**config.mk**
```make
export PLATFORM = sky130hd
export DESIGN_NAME = zigzag_rail_transposer
export DESIGN_NICKNAME = d
export VERILOG_FILES = /design/src/rtl/zzrt_pkg.sv /design/src/rtl/zigzag_rail_transposer.sv /design/src/rtl/zzrt_rail_gen.sv
export VERILOG_INCLUDE_DIRS = /design/src /design/src/rtl
export SDC_FILE = /design/constraint.sdc
export NUM_CORES = 1
export LEC_CHECK = 0
export ABC_CLOCK_PERIOD_IN_PS = 5570
export BUFFER_PORTS_ARGS = -buffer_cell sky130_fd_sc_hd__buf_2
export CAP_MARGIN = 20
export CORE_MARGIN = 8
export CORE_UTILIZATION = 35
export CTS_BUF_LIST = sky130_fd_sc_hd__clkbuf_4 sky130_fd_sc_hd__clkbuf_8
export DETAILED_ROUTE_END_ITERATION = 12
export PLACE_DENSITY_LB_ADDON = 0.15
export SYNTH_ARGS = -nofsm -noshare
export SYNTH_HDL_FRONTEND = slang
export SYNTH_HIERARCHICAL = 1
export SYNTH_SLANG_ARGS = --single-unit
```
**constraint.sdc**
```tcl
create_clock -name clk_i -period 5.57 [get_ports clk_i]
set_input_delay 1.114 -clock clk_i [delete_from_list [all_inputs] [get_ports clk_i]]
set_output_delay 1.114 -clock clk_i [all_outputs]
set_load 0.05 [all_outputs]
```
**src/rtl/zigzag_rail_transposer_macros.svh**
```systemverilog
// assertion macros for the zigzag rail transposer
`ifndef ZIGZAG_RAIL_TRANSPOSER_MACROS_SVH
`define ZIGZAG_RAIL_TRANSPOSER_MACROS_SVH

// checked only outside reset
`define ZZRT_ASSERT(lbl, prop, msg) \
  lbl: assert property (@(posedge clk_i) disable iff (!rst_ni) prop) else $error(msg);

// checked at every edge, reset included
`define ZZRT_ASSERT_ALWAYS(lbl, prop, msg) \
  lbl: assert property (@(posedge clk_i) prop) else $error(msg);

`endif

```
**src/rtl/zzrt_pkg.sv**
```systemverilog
`default_nettype none

package zzrt_pkg;

  localparam int unsigned MaxLen  = 64;
  localparam int unsigned MaxRows = 16;
  localparam int unsigned AddrW   = $clog2(MaxLen);
  localparam int unsigned CountW  = $clog2(MaxLen + 1);
  localparam int unsigned RowsW   = 5;

  typedef struct packed {
    logic [7:0] char_in;
    logic       is_last;
  } in_item_t;

  typedef struct packed {
    logic [7:0] char_out;
    logic       out_last;
    logic       overflow;
  } out_item_t;

  // emission address and end-of-message flag from the rail walker
  typedef struct packed {
    logic [AddrW-1:0] addr;
    logic             last;
  } gen_stat_t;

  typedef enum logic {
    ST_LOAD,
    ST_EMIT
  } state_e;

endpackage

`default_nettype wire

```
**src/rtl/zigzag_rail_transposer.sv**
```systemverilog
// channel | direction | handshake                | payload
// in      | input     | in_valid_i / in_ready_o  | in_item_i  (char_in, is_last)
// out     | output    | out_valid_o / out_ready_i| out_item_o (char_out, out_last, overflow)
// cfg     | input     | cfg_we_i                 | cfg_wdata_i (num_rows)
//
// loading takes one byte per cycle into a 64 x 8 buffer with a registered read
// emission reads one buffer entry per cycle while the output is not stalled
// the input is closed from the last item until the final byte read is issued
// the buffer read register is the output register: a stall holds the read
// reset sets state, config, counters and flags only; buffer contents need no clearing

`default_nettype none

`include "zigzag_rail_transposer_macros.svh"

module zigzag_rail_transposer (
  input  wire logic                        clk_i,
  input  wire logic                        rst_ni,
  input  wire logic                        in_valid_i,
  output      logic                        in_ready_o,
  input  wire zzrt_pkg::in_item_t          in_item_i,
  output      logic                        out_valid_o,
  input  wire logic                        out_ready_i,
  output      zzrt_pkg::out_item_t         out_item_o,
  input  wire logic                        cfg_we_i,
  input  wire logic [zzrt_pkg::RowsW-1:0]  cfg_wdata_i
);

  zzrt_pkg::state_e            state_q, state_d;
  logic [zzrt_pkg::RowsW-1:0]  rows_cfg_q;
  logic [zzrt_pkg::CountW-1:0] count_q, count_d;
  logic                        ovf_seen_q, ovf_seen_d;
  logic                        ovf_msg_q, ovf_msg_d;
  logic                        out_valid_q;
  logic [7:0]                  rdata_q;
  logic                        last_q;
  logic                        flag_q;
  logic [7:0]                  mem_q [zzrt_pkg::MaxLen];

  logic                        in_fire, full, wr_en, rd_en, start;
  logic [zzrt_pkg::RowsW-1:0]  rows_eff;
  logic [zzrt_pkg::CountW-1:0] msg_len;
  zzrt_pkg::gen_stat_t         gen;

  // config register
  always_ff @(posedge clk_i or negedge rst_ni) begin
    if (!rst_ni) begin
      rows_cfg_q <= zzrt_pkg::RowsW'(1);
    end else if (cfg_we_i) begin
      rows_cfg_q <= cfg_wdata_i;
    end
  end

  // clamp rail count to 1..MaxRows
  always_comb begin
    if (rows_cfg_q == '0) begin
      rows_eff = zzrt_pkg::RowsW'(1);
    end else if (rows_cfg_q > zzrt_pkg::RowsW'(zzrt_pkg::MaxRows)) begin
      rows_eff = zzrt_pkg::RowsW'(zzrt_pkg::MaxRows);
    end else begin
      rows_eff = rows_cfg_q;
    end
  end

  // fsm and load bookkeeping
  always_comb begin
    state_d    = state_q;
    count_d    = count_q;
    ovf_seen_d = ovf_seen_q;
    ovf_msg_d  = ovf_msg_q;
    in_ready_o = 1'b0;
    rd_en      = 1'b0;
    full       = count_q == zzrt_pkg::CountW'(zzrt_pkg::MaxLen);
    in_fire    = 1'b0;
    wr_en      = 1'b0;
    start      = 1'b0;
    msg_len    = full ? count_q : count_q + zzrt_pkg::CountW'(1);
    case (state_q)
      zzrt_pkg::ST_LOAD: begin
        in_ready_o = 1'b1;
        in_fire    = in_valid_i;
        if (in_fire) begin
          wr_en = !full;
          if (full) begin
            ovf_seen_d = 1'b1;
          end else begin
            count_d = msg_len;
          end
          if (in_item_i.is_last) begin
            start      = 1'b1;
            ovf_msg_d  = ovf_seen_q || full;
            count_d    = '0;
            ovf_seen_d = 1'b0;
            state_d    = zzrt_pkg::ST_EMIT;
          end
        end
      end
      zzrt_pkg::ST_EMIT: begin
        rd_en = !out_valid_q || out_ready_i;
        if (rd_en && gen.last) begin
          state_d = zzrt_pkg::ST_LOAD;
        end
      end
      default: begin
        state_d = zzrt_pkg::ST_LOAD;
      end
    endcase
  end

  always_ff @(posedge clk_i or negedge rst_ni) begin
    if (!rst_ni) begin
      state_q    <= zzrt_pkg::ST_LOAD;
      count_q    <= '0;
      ovf_seen_q <= 1'b0;
      ovf_msg_q  <= 1'b0;
    end else begin
      state_q    <= state_d;
      count_q    <= count_d;
      ovf_seen_q <= ovf_seen_d;
      ovf_msg_q  <= ovf_msg_d;
    end
  end

  // rail-order address walker
  zzrt_rail_gen u_rail_gen (
    .clk_i   (clk_i),
    .rst_ni  (rst_ni),
    .start_i (start),
    .rows_i  (rows_eff),
    .len_i   (msg_len),
    .step_i  (rd_en),
    .gen_o   (gen)
  );

  // message buffer; loads and reads never overlap, phases interlock them
  always_ff @(posedge clk_i) begin
    if (wr_en) begin
      mem_q[count_q[zzrt_pkg::AddrW-1:0]] <= in_item_i.char_in;
    end
  end

  always_ff @(posedge clk_i) begin
    if (rd_en) begin
      rdata_q <= mem_q[gen.addr];
      last_q  <= gen.last;
      flag_q  <= ovf_msg_q;
    end
  end

  // output valid follows the buffer read register
  always_ff @(posedge clk_i or negedge rst_ni) begin
    if (!rst_ni) begin
      out_valid_q <= 1'b0;
    end else if (rd_en) begin
      out_valid_q <= 1'b1;
    end else if (out_ready_i) begin
      out_valid_q <= 1'b0;
    end
  end

  assign out_valid_o         = out_valid_q;
  assign out_item_o.char_out = rdata_q;
  assign out_item_o.out_last = last_q;
  assign out_item_o.overflow = flag_q;

  // checks
  `ZZRT_ASSERT_ALWAYS(a_count_bound, count_q <= zzrt_pkg::CountW'(zzrt_pkg::MaxLen), "byte count past buffer size")
  `ZZRT_ASSERT(a_last_starts_emit, (in_fire && in_item_i.is_last) |=> (state_q == zzrt_pkg::ST_EMIT && count_q == '0 && !ovf_seen_q), "last item did not start emission")
  `ZZRT_ASSERT(a_final_read_ends, (rd_en && gen.last) |=> (state_q == zzrt_pkg::ST_LOAD && out_valid_o && out_item_o.out_last), "final read did not end emission")
  `ZZRT_ASSERT(a_no_write_in_emit, (state_q == zzrt_pkg::ST_EMIT) |-> (!wr_en && !start), "buffer written during emission")

endmodule

`default_nettype wire

```
**src/rtl/zzrt_rail_gen.sv**
```systemverilog
`default_nettype none

module zzrt_rail_gen (
  input  wire logic                          clk_i,
  input  wire logic                          rst_ni,
  input  wire logic                          start_i,
  input  wire logic [zzrt_pkg::RowsW-1:0]    rows_i,
  input  wire logic [zzrt_pkg::CountW-1:0]   len_i,
  input  wire logic                          step_i,
  output zzrt_pkg::gen_stat_t                gen_o
);

  logic [zzrt_pkg::AddrW-1:0]  idx_q, idx_d;
  logic [zzrt_pkg::RowsW-1:0]  rail_q, rail_d;
  logic                        phase_q, phase_d;
  logic [zzrt_pkg::RowsW-1:0]  rows_q, rows_d;
  logic [zzrt_pkg::RowsW-1:0]  per_q, per_d;
  logic [zzrt_pkg::CountW-1:0] len_q, len_d;

  logic [zzrt_pkg::RowsW-1:0]  step_down, step_up, step;
  logic [zzrt_pkg::CountW:0]   nxt;
  logic [zzrt_pkg::RowsW-1:0]  rail_nxt;
  logic                        in_rail, done;

  // zigzag strides: down to the mirror rail, then up to the next period
  always_comb begin
    step_down = per_q - {rail_q[zzrt_pkg::RowsW-2:0], 1'b0};
    step_up   = {rail_q[zzrt_pkg::RowsW-2:0], 1'b0};
    if (rows_q == zzrt_pkg::RowsW'(1)) begin
      step = zzrt_pkg::RowsW'(1);
    end else if (phase_q) begin
      step = (step_up == '0) ? step_down : step_up;
    end else begin
      step = (step_down == '0) ? step_up : step_down;
    end
    nxt      = (zzrt_pkg::CountW + 1)'(idx_q) + (zzrt_pkg::CountW + 1)'(step);
    rail_nxt = rail_q + zzrt_pkg::RowsW'(1);
    in_rail  = nxt < (zzrt_pkg::CountW + 1)'(len_q);
    done     = !in_rail && ((rail_nxt >= rows_q) ||
                            (zzrt_pkg::CountW'(rail_nxt) >= len_q));
  end

  // walker update
  always_comb begin
    idx_d   = idx_q;
    rail_d  = rail_q;
    phase_d = phase_q;
    rows_d  = rows_q;
    per_d   = per_q;
    len_d   = len_q;
    if (start_i) begin
      idx_d   = '0;
      rail_d  = '0;
      phase_d = 1'b0;
      rows_d  = rows_i;
      per_d   = {rows_i[zzrt_pkg::RowsW-2:0] - (zzrt_pkg::RowsW - 1)'(1), 1'b0};
      len_d   = len_i;
    end else if (step_i) begin
      if (in_rail) begin
        idx_d   = nxt[zzrt_pkg::AddrW-1:0];
        phase_d = !phase_q;
      end else if (!done) begin
        rail_d  = rail_nxt;
        idx_d   = zzrt_pkg::AddrW'(rail_nxt);
        phase_d = 1'b0;
      end
    end
  end

  always_ff @(posedge clk_i or negedge rst_ni) begin
    if (!rst_ni) begin
      idx_q   <= '0;
      rail_q  <= '0;
      phase_q <= 1'b0;
      rows_q  <= zzrt_pkg::RowsW'(1);
      per_q   <= '0;
      len_q   <= '0;
    end else begin
      idx_q   <= idx_d;
      rail_q  <= rail_d;
      phase_q <= phase_d;
      rows_q  <= rows_d;
      per_q   <= per_d;
      len_q   <= len_d;
    end
  end

  assign gen_o.addr = idx_q;
  assign gen_o.last = done;

endmodule

`default_nettype wire
```
Word-level counts from Yosys, hierarchy flattened
Memory sizes are Yosys's and may differ from the RTL's. A register that Yosys moved wholly into a read port is not among the register bits.
Index checks and enable logic that the tools add are counted.

storage, ports and cells
  register bits after elaboration = 46
  memory bits (writable) = 512
  input bits = 19
  output and inout bits = 12
  word-level logic and storage cells = 87
  memories = 1

memory list
  name   depth  bits a word  rd ports  clocked after Yosys merged registers in  wr ports  RTL line                      RTL
  mem_q  64     8            1         1                                        1         zigzag_rail_transposer.sv:38  logic [7:0] mem_q [zzrt_pkg::MaxLen];

cells by class
  add/subtract/negate cells = 5
  $lt $le $gt $ge = 4
  equality and inequality tests = 6
  multiplexer cells = 36
  bitwise operators = 1
  reductions and logical operators = 20

operator list
  operator                                                number
  2-to-1 mux 5 bit                                        10
  2-to-1 mux 6 bit                                        4
  2-to-1 mux 7 bit                                        3
  2-to-1 mux 1 bit                                        18
  AND reduction 3 bit                                     4
  zero test 5 bit                                         2
  < comparator 8 x 7 -> 1 bit                             1
  adder 6 x 5 -> 7 bit                                    1
  adder 7 x 1 -> 7 bit (second input constant)            1
  equality test 7 bit (second input constant)             1
  greater-or-equal comparator 5 x 7 -> 1 bit              1
  inequality test 2 bit (second input constant)           3
  nonzero test 2 bit                                      3
  adder 5 x 1 -> 5 bit (second input constant)            1
  equality test 5 x 1 -> 1 bit (second input constant)    1
  greater-or-equal comparator 5 bit                       1
  greater-than comparator 5 bit (second input constant)   1
  subtractor 5 bit                                        1
  zero test 1 bit                                         4
  zero test 4 bit                                         1
  subtractor 4 x 1 -> 4 bit (second input constant)       1
  logical OR 1 bit                                        3
  inequality test 3 x 2 -> 1 bit (second input constant)  1
  logical AND 1 bit                                       2
  other kinds (3)                                         3

Logic depth before layout (Yosys ltp)
  depth after elaboration = 13
  mapped depth = 22
  mapped depth without buffers = 21

Cells and area by module
Netlist, hierarchy kept.

by module, submodules not included
  module                  times used  cells each  area an instance (um^2)  sequential area each (um^2)
  zigzag_rail_transposer  1           999         21000.1                  16076.7
  zzrt_rail_gen           1           230         2038.2                   701.9

Least setup slack after synthesis
OpenSTA, ideal clock, no wires.

  path kind = register to register
  start point = reg u_rail_gen/rail_q[0] (netlist name)
  end point = reg u_rail_gen/rail_q[1] (netlist name)
  setup time = 131 ps
  arrival time = 3848 ps
  required time = 5439 ps
  slack = 1590 ps
  cell stages (with the launch flop) = 19
  buffers on the path = 1
  clock period less this slack = 3980 ps
  path through = dfrtp_1 > ha_1 > fa_1 > xor2_1 > nand3_1 > o21ba_2 > a21oi_1 > ha_1 > a211oi_1 > o21bai_1 > a21oi_1 > xnor2_1 > ha_1 > a21o_1 > a21o_1 > o211ai_1 > buf_2 > mux2i_1 > nor2_1

between the ends
  word-level cells in the longest chain between the ends = 11

ends and longest elaborated chain
  item                             RTL line             RTL
  start, declared                  zzrt_rail_gen.sv:14  logic [zzrt_pkg::RowsW-1:0] rail_q, rail_d;
  start signal, assigned           zzrt_rail_gen.sv:80  rail_q <= rail_d;
  subtractor 5 bit                 zzrt_rail_gen.sv:27  step_down = per_q - {rail_q[zzrt_pkg::RowsW-2:0], 1'b0};
  zero test 5 bit                  zzrt_rail_gen.sv:34  step = (step_down == '0) ? step_up : step_down;
  2-to-1 mux 5 bit                 zzrt_rail_gen.sv:34
  2-to-1 mux 5 bit                 zzrt_rail_gen.sv:31  end else if (phase_q) begin
  2-to-1 mux 5 bit                 zzrt_rail_gen.sv:29  if (rows_q == zzrt_pkg::RowsW'(1)) begin
  adder 6 x 5 -> 7 bit             zzrt_rail_gen.sv:36  nxt = (zzrt_pkg::CountW + 1)'(idx_q) + (zzrt_pkg::CountW + 1)'(step);
  < comparator 8 x 7 -> 1 bit      zzrt_rail_gen.sv:38  in_rail = nxt < (zzrt_pkg::CountW + 1)'(len_q);
  zero test 1 bit                  zzrt_rail_gen.sv:39  done = !in_rail && ((rail_nxt >= rows_q) ||
  logical AND 1 bit                zzrt_rail_gen.sv:39
  inequality test 2 bit (no line)  --
  AND reduction 3 bit (no line)    --

Parallel ways exist; a longest one is shown, timed or not. The select of a mux whose other input is x is not followed.
A chain may end at the register's enable or synchronous reset.

Final worst setup path
  start point = reg u_rail_gen/rail_q[0] (netlist name)
  end point = reg u_rail_gen/idx_q[1] (netlist name)

between the ends
  word-level cells in the longest chain between the ends = 11

ends and longest elaborated chain
  item                                      RTL line             RTL
  subtractor 5 bit                          zzrt_rail_gen.sv:27
  zero test 5 bit                           zzrt_rail_gen.sv:34
  2-to-1 mux 5 bit                          zzrt_rail_gen.sv:34
  2-to-1 mux 5 bit                          zzrt_rail_gen.sv:31
  2-to-1 mux 5 bit                          zzrt_rail_gen.sv:29
  adder 6 x 5 -> 7 bit                      zzrt_rail_gen.sv:36
  < comparator 8 x 7 -> 1 bit               zzrt_rail_gen.sv:38
  zero test 1 bit                           zzrt_rail_gen.sv:39
  logical AND 1 bit                         zzrt_rail_gen.sv:39
  inequality test 3 x 2 -> 1 bit (no line)  --
  AND reduction 2 bit (no line)             --
  end signal, assigned                      zzrt_rail_gen.sv:79  idx_q <= idx_d;
  end, declared                             zzrt_rail_gen.sv:13  logic [zzrt_pkg::AddrW-1:0] idx_q, idx_d;

Parallel ways exist; a longest one is shown, timed or not. The select of a mux whose other input is x is not followed.

==> qor.txt <==
status: completed
setup TNS: 0 ns
Tcrit/Tclk final: 77.7%
Worst Hold Class: register to register
largest net degree at the start of global routing: 109
global-route wire length before repair: 81.1 mm
Nets: 1,360
Avg WL per Cell: 24.2 um
mapped cell area: 23,000 um^2
Top cell by count, worst path: ha_1
register area share after synthesis: 72.8%
crit path capture type: register
Synth Instances: 1,229
Leakage: 8.45 nW
IO Port Bufs: 30
slowest CP cell: dfrtp_1
worst stage delay on the critical path: 0.47 ns
Async SR Flop Fraction: 7.77%
Clock transition at path regs: 0.06 ns
Detail Route Antenna Nets: 0
wirelength, routed: 54.5 mm
max_cap viols: 0
cell taking the most area after synthesis: edfxtp_1
Starting Density: 35.2%
I/O Pins: 31
Initial DRC Count: 887
crit-path cells: ha_1, fa_1, xor2_1, nand3_1, o21ba_2, a21oi_1, ha_1, a211oi_1, o21bai_1, a21oi_1, xnor2_1, ha_1, a21o_1, a21o_1, inv_1, and3_1, nor3_1, nor4_1
Worst slew margin: 28.7%
postcts setup bufs: 0
clk sinks: 566
total congestion overflow: 0
hold-fix buffer count after cts: 0
vias in the first global route: 11,963
Worst Max-Slew Pin Slew: 1.07 ns
core area: 65,500 um^2
dpl ws: 1.30 ns
clock tree buffer depth: 3
DR vias: 11,441
clk_skew: 0.0241 ns
Pre-Repair DR Iteration Count: 5
share of cells above drive strength 1: 25.6%
via density per instance: 5.08
Die ar.: 74,300 um^2
area delta synth->final: 12.9%
critical path required time: 6.13 ns
Crit path max-delay family: compound AO/OA/AOI/OAI gates
maximum VDD drop: 0.000324 V
H-tree levels: 3
Crit Path Class: register to register
RSZ-0062 raised after global routing: no
syn avg cell area: 18.7 um^2
worst skew pair latency: 0.67 ns
drt drc: 0
Hold Fails Final Rpt: 0
pins over their slew limit: 0
Row Count: 94
Num CTS Buffers: 96
die width: 273 um
DIE HEIGHT: 273 um
Arr. time, crit path: 4.88 ns
nature of the critical path startpoint: register
FMAX: 0.231 GHz
Cell Pwr Density: 490 nW/um^2
Final min period: 4.33 ns
CP Buf/Inv Count: 1
FF+latch count, synth: 566
leading post-synthesis cells by cell area: edfxtp_1 68%, mux4_2 13%, dfrtp_1 4.6%, ha_1 1.6%, nor2_1 1.5%
commonest non-fill, non-tap cell in the layout: edfxtp_1
gpl congestion: 0.761
setup violators final: 0
most frequent cells in the layout: 522 x edfxtp_1, 136 x mux4_2, 100 x clkbuf_8
CTS tree: built
GRT Total Usage: 14.7%
CTS resizes: 0
Ys Warns: 6
antenna violations before repair: 1
crit-path max FO: 7
Synth top area share: 68.0%
Distinct cells, synth: 54
syn nets: 1,279
Root Driver: clkbuf_8
ys flop type: edfxtp_1
DP Wirelength: 32.3 mm
PnR worst setup slack: 1.24 ns
Post-synth EDFFs: 522
## area by class of cell
type / instances / area (um^2)
inverters: 28 / 105
fillers: 5977 / 39500
clock inverters: 40 / 221
flip-flops and latches: 566 / 16800
diodes: 1 / 2.50
multi-input cells: 567 / 5800
well taps: 864 / 1080
repair buffers: 51 / 370
clock buffers: 136 / 1650
## where the power goes
part	internal (W)	total, W	switching, W
Sequential	0.00487	0.00512	0.000248
Combinational	0.00172	0.00403	0.00231
Clock	0.00195	0.00360	0.00165
Total	0.00855	0.0127	0.00420
## kinds of logic after synthesis
family / Yosys count / synth area share, %
AO/OA/AOI/OAI: 122 / 3.36
multiplexers: 174 / 15.0
AND/OR/NAND/NOR: 221 / 4.38
adder cells (fa/ha/maj): 31 / 1.75
buffers and inverters: 96 / 1.98
XOR/XNOR: 19 / 0.722
flip-flops: 566 / 72.8
## worst paths after layout
check	startpoint	cells past startpoint	to	slack [ns]
max	u_rail_gen/rail_q[0]	18	u_rail_gen/idx_q[1]	1.24
min	ovf_msg_q	0	flag_q	0.45
max reg2reg	u_rail_gen/rail_q[0]	18	u_rail_gen/idx_q[1]	1.24
min reg2reg	ovf_msg_q	0	flag_q	0.45
max in group asynchronous	rst_ni	2	u_rail_gen/idx_q[1]	4.57
min in group asynchronous	rst_ni	2	u_rail_gen/rail_q[2]	0.54
## worst register-to-register path, stage by stage, from the launching register on
cell and delay, ns:
dfrtp_1 0.47, ha_1 0.27, fa_1 0.38, xor2_1 0.19, nand3_1 0.12, o21ba_2 0.22, a21oi_1 0.24, ha_1 0.30
a211oi_1 0.24, o21bai_1 0.13, a21oi_1 0.18, xnor2_1 0.17, ha_1 0.28, a21o_1 0.16, a21o_1 0.18, inv_1 0.08
and3_1 0.28, nor3_1 0.08, nor4_1 0.25
## metal layers
metal	share of wire, %	up-vias	track usage [%]
met4	1.3	0	4.06
met5	0	-	0
met3	4.4	54	2.91
met2	48	229	23.3
li1	-	5125	-
met1	47	6033	20.6
## synthesized netlist by cell type (all sizes together), types with 8 or more instances
| library cell | instances |
|---|---|
| dfrtp | 42 |
| nor2 | 93 |
| ha | 29 |
| edfxtp | 522 |
| buf | 41 |
| nand3 | 18 |
| mux4 | 136 |
| xnor2 | 14 |
| o21ai | 40 |
| clkbuf | 27 |
| nor3 | 14 |
| mux2i | 32 |
| a21oi | 30 |
| o22ai | 8 |
| nand2b | 9 |
| nand2 | 51 |
| inv | 28 |
| nor2b | 8 |
## sequential cells by signal, indices dropped and copies added, names as in the netlist
register,flops
mem_q,512
u_rail_gen/phase_q,1
count_q,7
u_rail_gen/per_q,4
u_rail_gen/rail_q,5
u_rail_gen/len_q,7
ovf_msg_q,1
rdata_q,8
state_q,1
u_rail_gen/idx_q,6
flag_q,1
u_rail_gen/rows_q,5
ovf_seen_q,1
last_q,1
out_valid_o,1
rows_cfg_q,5
## metrics by stage
| step | power, W | area, um^2 | utilization (%) | hold WS [ns] | cells |
|---|---|---|---|---|---|
| global placement | 0.00928 | 24100 | 36.8 | 0.434 | 2073 |
| floorplan | 0.00815 | 23000 | - | 0.425 | 1229 |
| detailed placement | 0.00930 | 24100 | 36.8 | 0.433 | 2074 |
| global route | 0.0135 | 26000 | 39.7 | 0.481 | 2253 |
| finish | 0.0127 | 26000 | 39.7 | 0.449 | 2253 |
| CTS | 0.0130 | 26000 | 39.7 | 0.450 | 2250 |
No activity file was read; power rests on OpenSTA's default activity.
